**config.mk**
```make
export PLATFORM = sky130hd
export DESIGN_NAME = imh_ram
export DESIGN_NICKNAME = d
export VERILOG_FILES = /design/src/sv/imh_ram.sv
export SDC_FILE = /design/constraint.sdc
export NUM_CORES = 2
export LEC_CHECK = 0
export ABC_CLOCK_PERIOD_IN_PS = 4900
export BUFFER_PORTS_ARGS = -buffer_cell sky130_fd_sc_hd__buf_2
export CAP_MARGIN = 0
export CELL_PAD_IN_SITES_DETAIL_PLACEMENT = 1
export CELL_PAD_IN_SITES_GLOBAL_PLACEMENT = 2
export CORE_MARGIN = 4
export CORE_UTILIZATION = 50
export DETAILED_ROUTE_END_ITERATION = 16
export PLACE_DENSITY_LB_ADDON = 0.1
export SLEW_MARGIN = 5
export SYNTH_ARGS = -nofsm -noshare
export SYNTH_HDL_FRONTEND = slang
export SYNTH_SLANG_ARGS = --single-unit
```
**constraint.sdc**
```tcl
create_clock -name clk -period 4.9 [get_ports clk]
set_input_delay 0.98 -clock clk [delete_from_list [all_inputs] [get_ports clk]]
set_output_delay 0.98 -clock clk [all_outputs]
set_load 0.03 [all_outputs]
```
**src/sv/imh_ram.sv**
```systemverilog
// Generic single-port-write, one-read RAM with registered read data.
module imh_ram #(
    parameter int WIDTH = 8,
    parameter int DEPTH = 256
) (
    input  logic                     clk,
    input  logic                     we,
    input  logic [$clog2(DEPTH)-1:0] waddr,
    input  logic [WIDTH-1:0]         wdata,
    input  logic [$clog2(DEPTH)-1:0] raddr,
    output logic [WIDTH-1:0]         rdata
);
    logic [WIDTH-1:0] mem [DEPTH];

    always_ff @(posedge clk)
    begin
        if (we)
        begin
            mem[waddr] <= wdata;
        end
        rdata <= mem[raddr];
    end
endmodule

```
==> flow_summary.json <==
{
  "grt_max_degree": 119,
  "antenna_found_initial": 14,
  "numCtsBuffers": 206,
  "fin_setup_tns_ns": 0,
  "worst_pin_slew_ns": 1.42,
  "synth_area_per_cell_um2": 21.3,
  "postPlaceCellArea_mm2": 0.0832,
  "place_worst_setup_slack_ns": 0.0714,
  "fin_skew_ns": 0.0281,
  "post_cts_buffers": 0,
  "p_leak_nw": 28.0,
  "synth_cells": 3733,
  "synth.ff_latch_count": 2056,
  "rsz0062_at_grt": "false",
  "dr.pass1.iters": 6,
  "async_flop_share_pct": 0,
  "wl_um": 214000,
  "die_h_um": 407,
  "tritoncts": "done",
  "synth-main-ff-cell": "edfxtp_1",
  "final_common_cell": "edfxtp_1",
  "yosys_warnings": 0,
  "initial_core_util_pct": 50.3,
  "cp_cell_sequence": "buf_8, buf_12, buf_12, buf_4, mux2i_1, o22ai_1, o21ai_0, nand3_1, nor4_1, nor4_1",
  "grt_pass1_vias": 41700,
  "power.density_mw_per_mm2": 409,
  "area_growth_pct": 12.9,
  "arrival_ns": 4.67,
  "maxSlewHeadroom_pct": 4.56,
  "fin_nets": 3996,
  "critPathKind": "primary input to register",
  "synth-edff-count": 2048,
  "postCtsHoldBufs": 0,
  "synth_nets": 3759,
  "final_layout_size_suffix_gt1_share_pct": 25.0,
  "ir_drop_mv": 0.363,
  "status": "complete, no violations",
  "core_area_mm2": 0.158,
  "portBuffers": 33,
  "io_pins": 34,
  "cp-start-kind": "primary input",
  "crit_path_end_kind": "register",
  "hold_viol": 0,
  "dieArea_mm2": 0.166,
  "rows": 146,
  "ant_nets": 0,
  "cts_num_sinks": 2056,
  "drc": 0,
  "clkTransAtPathRegs_ns": 0.06,
  "synth_area_mm2": 0.0796,
  "vias_per_cell": 6.33,
  "routedWlPerCell_um": 34.4,
  "gp_congestion": 0.819,
  "layout_common_cells": "2048 x edfxtp_1, 454 x mux4_2, 279 x nor2_1",
  "cts_resized": 0,
  "setup_ws_ns": 0.885,
  "path_max_fanout": 37,
  "slew_violations": 0,
  "cp_num_buf_inv": 4,
  "cpPeakStageDelay_ns": 1.23,
  "fp.dieW_um": 407,
  "clkLatencyLatePin_ns": 0.84,
  "synth_cell_types": 55,
  "gr-usage-all-layers_pct": 26.5,
  "fin_crit_ns": 4.01,
  "ys_seq_area_share_pct": 77.5,
  "crit_family": "simple AND/OR/NAND/NOR gates",
  "root_buffer": "clkbuf_16",
  "hp-class": "primary input to register",
  "clk_path_buf_depth": 3,
  "slowest_stage": "nor4_1",
  "max_freq_mhz": 249,
  "critPathRequiredTime_ns": 5.55,
  "drt_iter0_drc": 4488,
  "cap_violations": 0,
  "grt_pass1_wl_um": 310000,
  "htreeDepth": 4,
  "overflow": 0,
  "fin_crit_sh_pct": 81.9,
  "finalSetupViolCount": 0,
  "dpl.hpwl_um": 136000,
  "vias": 39400,
  "final_area_mm2": 0.0898
}
[logic make-up (layout without fill, tap and decap cells)]
group	count (synthesis)	count (layout)	share of synthesized area, %
flops	2056	2056	77.5
simple gates	466	466	2.63
compound gates	385	385	3.42
other cells	0	5	0
buf+inv	235	652	1.83
mux	591	591	14.6
[routing by layer]
| metal | track usage [%] | vias up | wire length [µm] |
|---|---|---|---|
| li1 | - | 16200 | - |
| met1 | 38.2 | 21500 | 89400 |
| met2 | 42.6 | 1457 | 105000 |
| met3 | 4.70 | 263 | 14700 |
| met4 | 6.70 | 6 | 5060 |
| met5 | 0 | - | 37 |
[flip-flops by register name, indices dropped and copies added, names as in the netlist]
| name | cells |
|---|---|
| rdata | 8 |
| mem | 2048 |
[cell usage after synthesis (5+ instances only)]
cell / instances / area, µm²
buf_8: 13 / 195
nand2b_1: 8 / 50.1
a221oi_1: 13 / 114
mux4_2: 454 / 10200
buf_12: 8 / 160
clkbuf_1: 111 / 417
o22a_1: 5 / 43.8
dfxtp_1: 8 / 160
nor4_1: 24 / 150
buf_2: 31 / 155
o211ai_1: 10 / 75.1
a211oi_1: 16 / 120
buf_1: 22 / 82.6
buf_6: 21 / 236
nor3_1: 22 / 110
edfxtp_1: 2048 / 61500
o221ai_1: 46 / 403
o22ai_1: 28 / 175
buf_4: 27 / 203
a22oi_1: 133 / 998
o21ai_0: 10 / 50.1
a22o_1: 8 / 70.1
nand2_1: 33 / 124
nor2_1: 282 / 1060
and2_1: 6 / 37.5
nand3_1: 34 / 170
nor2b_1: 31 / 194
a21oi_1: 96 / 480
mux2i_1: 134 / 1340
nand4_1: 10 / 62.6
[cell type report]
type / instances / area, µm²
Tap cell: 2072 / 2590
Fill cell: 13300 / 68400
Timing Repair Buffer: 262 / 2420
Inverter: 2 / 7.51
Sequential cell: 2056 / 61700
Clock buffer: 244 / 5340
Antenna cell: 5 / 12.5
Clock inverter: 144 / 1280
Multi-Input combinational cell: 1442 / 16500
[worst paths after layout]
check	from	endpoint	slack (ns)	cells past startpoint
worst max register to register	mem[83][5]	rdata[5]	1.93	6
worst max-delay path	raddr[0]	rdata[1]	0.89	10
worst min-delay path	wdata[0]	mem[73][0]	0.80	1
worst min register to register	mem[14][6]	rdata[6]	1.13	6
[per-stage QoR]
| step | utilization, % | instances | power (mW) | hold slack, ns |
|---|---|---|---|---|
| after floorplan | - | 3733 | 20.7 | 0.770 |
| after global placement | 52.6 | 5833 | 21.6 | 1.10 |
| after detailed placement | 52.6 | 5834 | 21.7 | 1.12 |
| after CTS | 56.8 | 6222 | 37.1 | 0.833 |
| after global routing | 56.8 | 6223 | 38.0 | 0.825 |
| final | 56.8 | 6227 | 36.7 | 0.800 |
[report_power, final]
| part | total [mW] | internal (mW) | switching (mW) |
|---|---|---|---|
| clock | 15.5 | 8.88 | 6.57 |
| sequential | 19.4 | 19.4 | 0.0380 |
| combinational | 1.87 | 0.638 | 1.23 |
(Power assumes the default switching activity.)
