==> config.mk <==
export PLATFORM = sky130hd
export DESIGN_NAME = imh_cmp
export DESIGN_NICKNAME = d
export VERILOG_FILES = /design/src/sv/imh_pkg.sv /design/src/sv/imh_cmp.sv
export SDC_FILE = /design/constraint.sdc
export NUM_CORES = 1
export LEC_CHECK = 0
export BUFFER_PORTS_ARGS = -buffer_cell sky130_fd_sc_hd__buf_2
export CAP_MARGIN = 5
export CORE_ASPECT_RATIO = 1.4
export CORE_MARGIN = 3
export CORE_UTILIZATION = 43
export DETAILED_ROUTE_END_ITERATION = 8
export GPL_TIMING_DRIVEN = 0
export MAX_ROUTING_LAYER = met4
export PLACE_DENSITY = 0.92
export SYNTH_ARGS = -nofsm -noshare
export SYNTH_HDL_FRONTEND = slang
export SYNTH_SLANG_ARGS = --single-unit
==> constraint.sdc <==
create_clock -name vclk -period 2.4
set_clock_uncertainty 0.2 [all_clocks]
set_input_delay 0.12 -clock vclk [all_inputs]
set_output_delay 0.12 -clock vclk [all_outputs]
set_load 0.02 [all_outputs]
==> src/sv/imh_pkg.sv <==
// Package: types and constants for the indexed max-heap.
package imh_pkg;
    localparam int DEF_CAPACITY = 256;
    localparam int KEY_W   = 8;
    localparam int PRIO_W  = 32;
    localparam int ENTRY_W = KEY_W + PRIO_W;
    localparam int NKEYS   = 256;

    localparam logic [1:0] KIND_INSERT = 2'd0;
    localparam logic [1:0] KIND_REMOVE = 2'd1;
    localparam logic [1:0] KIND_QUERY  = 2'd2;
    localparam logic [1:0] KIND_UNUSED = 2'd3;

    localparam logic [2:0] ST_DONE   = 3'd0;
    localparam logic [2:0] ST_FULL   = 3'd1;
    localparam logic [2:0] ST_EMPTY  = 3'd2;
    localparam logic [2:0] ST_ABSENT = 3'd3;
    localparam logic [2:0] ST_DUP    = 3'd4;

    localparam logic [PRIO_W-1:0] TOP_PRIO = 32'hFFFF_FFFF;

    typedef enum logic [4:0] {
        S_IDLE,
        S_DECODE,
        S_INS_WR,
        S_UP_RD,
        S_UP_WAIT,
        S_UP_CMP,
        S_UP_WR,
        S_RM_SLOT,
        S_RM_SLOTW,
        S_RM_LAST,
        S_RM_LASTW,
        S_RM_ROOT,
        S_DN_RD,
        S_DN_WAIT,
        S_DN_CMPL,
        S_DN_CMPR,
        S_DN_WR,
        S_Q_RD,
        S_Q_WAIT,
        S_Q_CMP,
        S_TOP_RD,
        S_TOP_WAIT,
        S_OUT
    } state_t;
endpackage

==> src/sv/imh_cmp.sv <==
// Shared entry comparator: the one compare unit used by every sift and scan step.
module imh_cmp
    import imh_pkg::*;
(
    input  logic [ENTRY_W-1:0] a,
    input  logic [ENTRY_W-1:0] b,
    output logic               a_gt_b
);
    assign a_gt_b = (a > b);
endmodule

==> flow_summary.json <==
{
  "num_antenna_cells": 0,
  "synth_top_family_by_area": "adder cells",
  "gp_congestion": 0.742,
  "critPathTopFamily": "compound AO/OA/AOI/OAI gates",
  "postCtsSetupRepairBufs": 0,
  "maxCapViolations": 0,
  "avgSynthCellArea_um2": 7.50,
  "portBuffers": 81,
  "powerDensity_nw_per_um2": 146,
  "grtUsageTotal_pct": 16.6,
  "vias_per_cell": 4.92,
  "critPathSlowestCell": "a221o_1",
  "path_cells": "buf_2, ha_1, and3_4, a221o_1, a221oi_2, o31ai_1, nor4_2, a31oi_1, buf_2",
  "arrival_ns": 1.90,
  "p_int_uw": 116,
  "initial_utilization_pct": 47.1,
  "cts_hold_buf": 0,
  "nNetsFinal": 346,
  "rows": 20,
  "fill_cells": 213,
  "cpPeakStageDelay_ns": 0.35,
  "io-pin-count": 81,
  "detail_route.wl_per_cell_um": 9.94,
  "synth.distinct_cells": 26,
  "setup_viol": 0,
  "synth_fa_ha_area_share_pct": 46.7,
  "endpoint_kind": "output pin",
  "timing_max_transition_violations_final": 0,
  "grt_start_max_net_pins": 5,
  "worst_hold_path.endpoint": "a_gt_b",
  "min_path_type": "in -> out",
  "synth_area_um2": 1070,
  "grt_setup_unrepaired": "false",
  "cts_resized": 0,
  "yosysWarnings": 0,
  "relSlewSlack_pct": 74.1,
  "grt_pass1_wl_mm": 4.01,
  "synth-compound-area-share_pct": 20.0,
  "hold_violations": 0,
  "synthTopCellsByCount": "inv_1, ha_1, a21oi_1",
  "clockPowerShare_pct": 0,
  "dp_hpwl_mm": 2.52,
  "drive_above_1_share_pct": 39.7,
  "ant_nets": 0,
  "regArea_um2": 0,
  "post-route-period-util_pct": 92.7,
  "n_clock_buffer": 0,
  "p_switching_uw": 105,
  "grt_pass1_vias": 1159,
  "synth.most_common_cell": "inv_1",
  "drt_iter0_drc": 6,
  "path_class": "in -> out",
  "dp.cells": 257,
  "drc": 0,
  "synthMuxAreaShare_pct": 0,
  "core_area_um2": 2280,
  "area_growth_pct": 41.7,
  "pwr-share-comb_pct": 100.0,
  "antenna_found_initial": 0,
  "vias": 1264,
  "syn-num-nets": 263,
  "fmax_mhz": 450,
  "min-delay-start": "b[0]",
  "cp_common_cell": "buf_2",
  "worst_setup_path_start_kind": "input port",
  "synth_area_leaders": "ha_1, inv_1, a21oi_1",
  "synthCells": 143,
  "p_leak_uw": 0.000977,
  "ys_seq_area_share_pct": 0,
  "worstHoldPathCells": 4,
  "p_seq_share_pct": 0,
  "grt.overflow.total": 0,
  "synth_simple_gate_area_share_pct": 18.7,
  "yosys.area_share.xor_xnor_pct": 0,
  "design.die.area_um2": 3140,
  "peakVddDrop_mv": 0.0852,
  "fp.dieH_um": 65.1,
  "fin_setup_tns_ns": 0,
  "layout.cells.non_filler": 257,
  "switching_share_pct": 47.5,
  "seq_cells": 0,
  "fin_crit_ns": 2.22,
  "die_w_um": 48.2,
  "synth_top_area_share_pct": 46.7,
  "synth_top_area_cell": "ha_1",
  "crit_fanout": 2,
  "cp_num_buf_inv": 2,
  "drt_pass1_iterations": 4,
  "worstMarginPinSlew_ns": 0.386,
  "run_status": "finished, final reports clean",
  "routed_wl_mm": 2.56,
  "critPathRequiredTime_ns": 2.08
}
## worst min-delay path: cells and delay by family
kind / cells / cell delay, ns
fa+ha+maj: 1 / 0.11
buf+inv: 2 / 0.24
compound gates: 1 / 0.06
## routing by layer
| layer | up-vias | track usage [%] | wire length [um] |
|---|---|---|---|
| met5 | - | - | 0 |
| met4 | 0 | 2.36 | 27 |
| met3 | 4 | 1.67 | 195 |
| met2 | 45 | 34.2 | 1470 |
| met1 | 547 | 14.7 | 865 |
| li1 | 668 | - | - |
## layout by cell type (no fill, tap or decap), drive strengths merged
| cell type | n |
|---|---|
| o21ai | 4 |
| buf | 81 |
| a211oi | 1 |
| a21o | 3 |
| a22oi | 1 |
| nor3 | 1 |
| nand3 | 5 |
| and3 | 1 |
| a41oi | 1 |
| ha | 40 |
| nand2b | 1 |
| a221oi | 2 |
| nand4 | 6 |
| a31oi | 1 |
| nor2 | 6 |
| nand2 | 7 |
| nor4 | 3 |
| o31ai | 2 |
| inv | 42 |
| a2111oi | 1 |
| and4 | 1 |
| a221o | 1 |
| a21oi | 13 |
## power by group through the flow
stage / Sequential (uW) / Combinational (uW) / Clock, uW
6_report: 0 / 222 / 0
5_1_grt: 0 / 260 / 0
4_1_cts: 0 / 226 / 0
3_5_place_dp: 0 / 224 / 0
3_3_place_gp: 0 / 216 / 0
2_1_floorplan: 0 / 132 / 0
## logic make-up (layout without fill, tap and decap cells)
group | after synthesis | count (layout)
AOI/OAI and AO/OA | 30 | 30
adders and majority gates | 40 | 40
buffers and inverters | 42 | 123
and+or+nand+nor | 31 | 31
## worst max path at each step
stage / start / endpoint / depth (start not counted)
finish: a[27] / a_gt_b / 9
global route: a[27] / a_gt_b / 9
CTS: a[27] / a_gt_b / 9
detailed placement: a[27] / a_gt_b / 9
global placement: a[27] / a_gt_b / 9
floorplan: b[39] / a_gt_b / 8
## cell type report
type	count	area (um^2)	share of cell area, %
Tap cell	33	41.3	2.72
Multi-Input combinational cell	101	915	60.2
Timing Repair Buffer	81	405	26.7
Inverter	42	158	10.4
## stage by stage
stage               hold WS, ns  cell area (um^2)  util [%]  power [uW]  setup slack (ns)
floorplan                 0.310              1070         -         132             0.347
global placement          0.450              1520      66.7         216             0.163
detailed placement        0.457              1520      66.7         224             0.166
CTS                       0.455              1520      66.7         226             0.152
global route              0.485              1520      66.7         260            0.0741
finish                    0.450              1520      66.7         222             0.176
No activity file was read; power rests on OpenSTA's default activity.
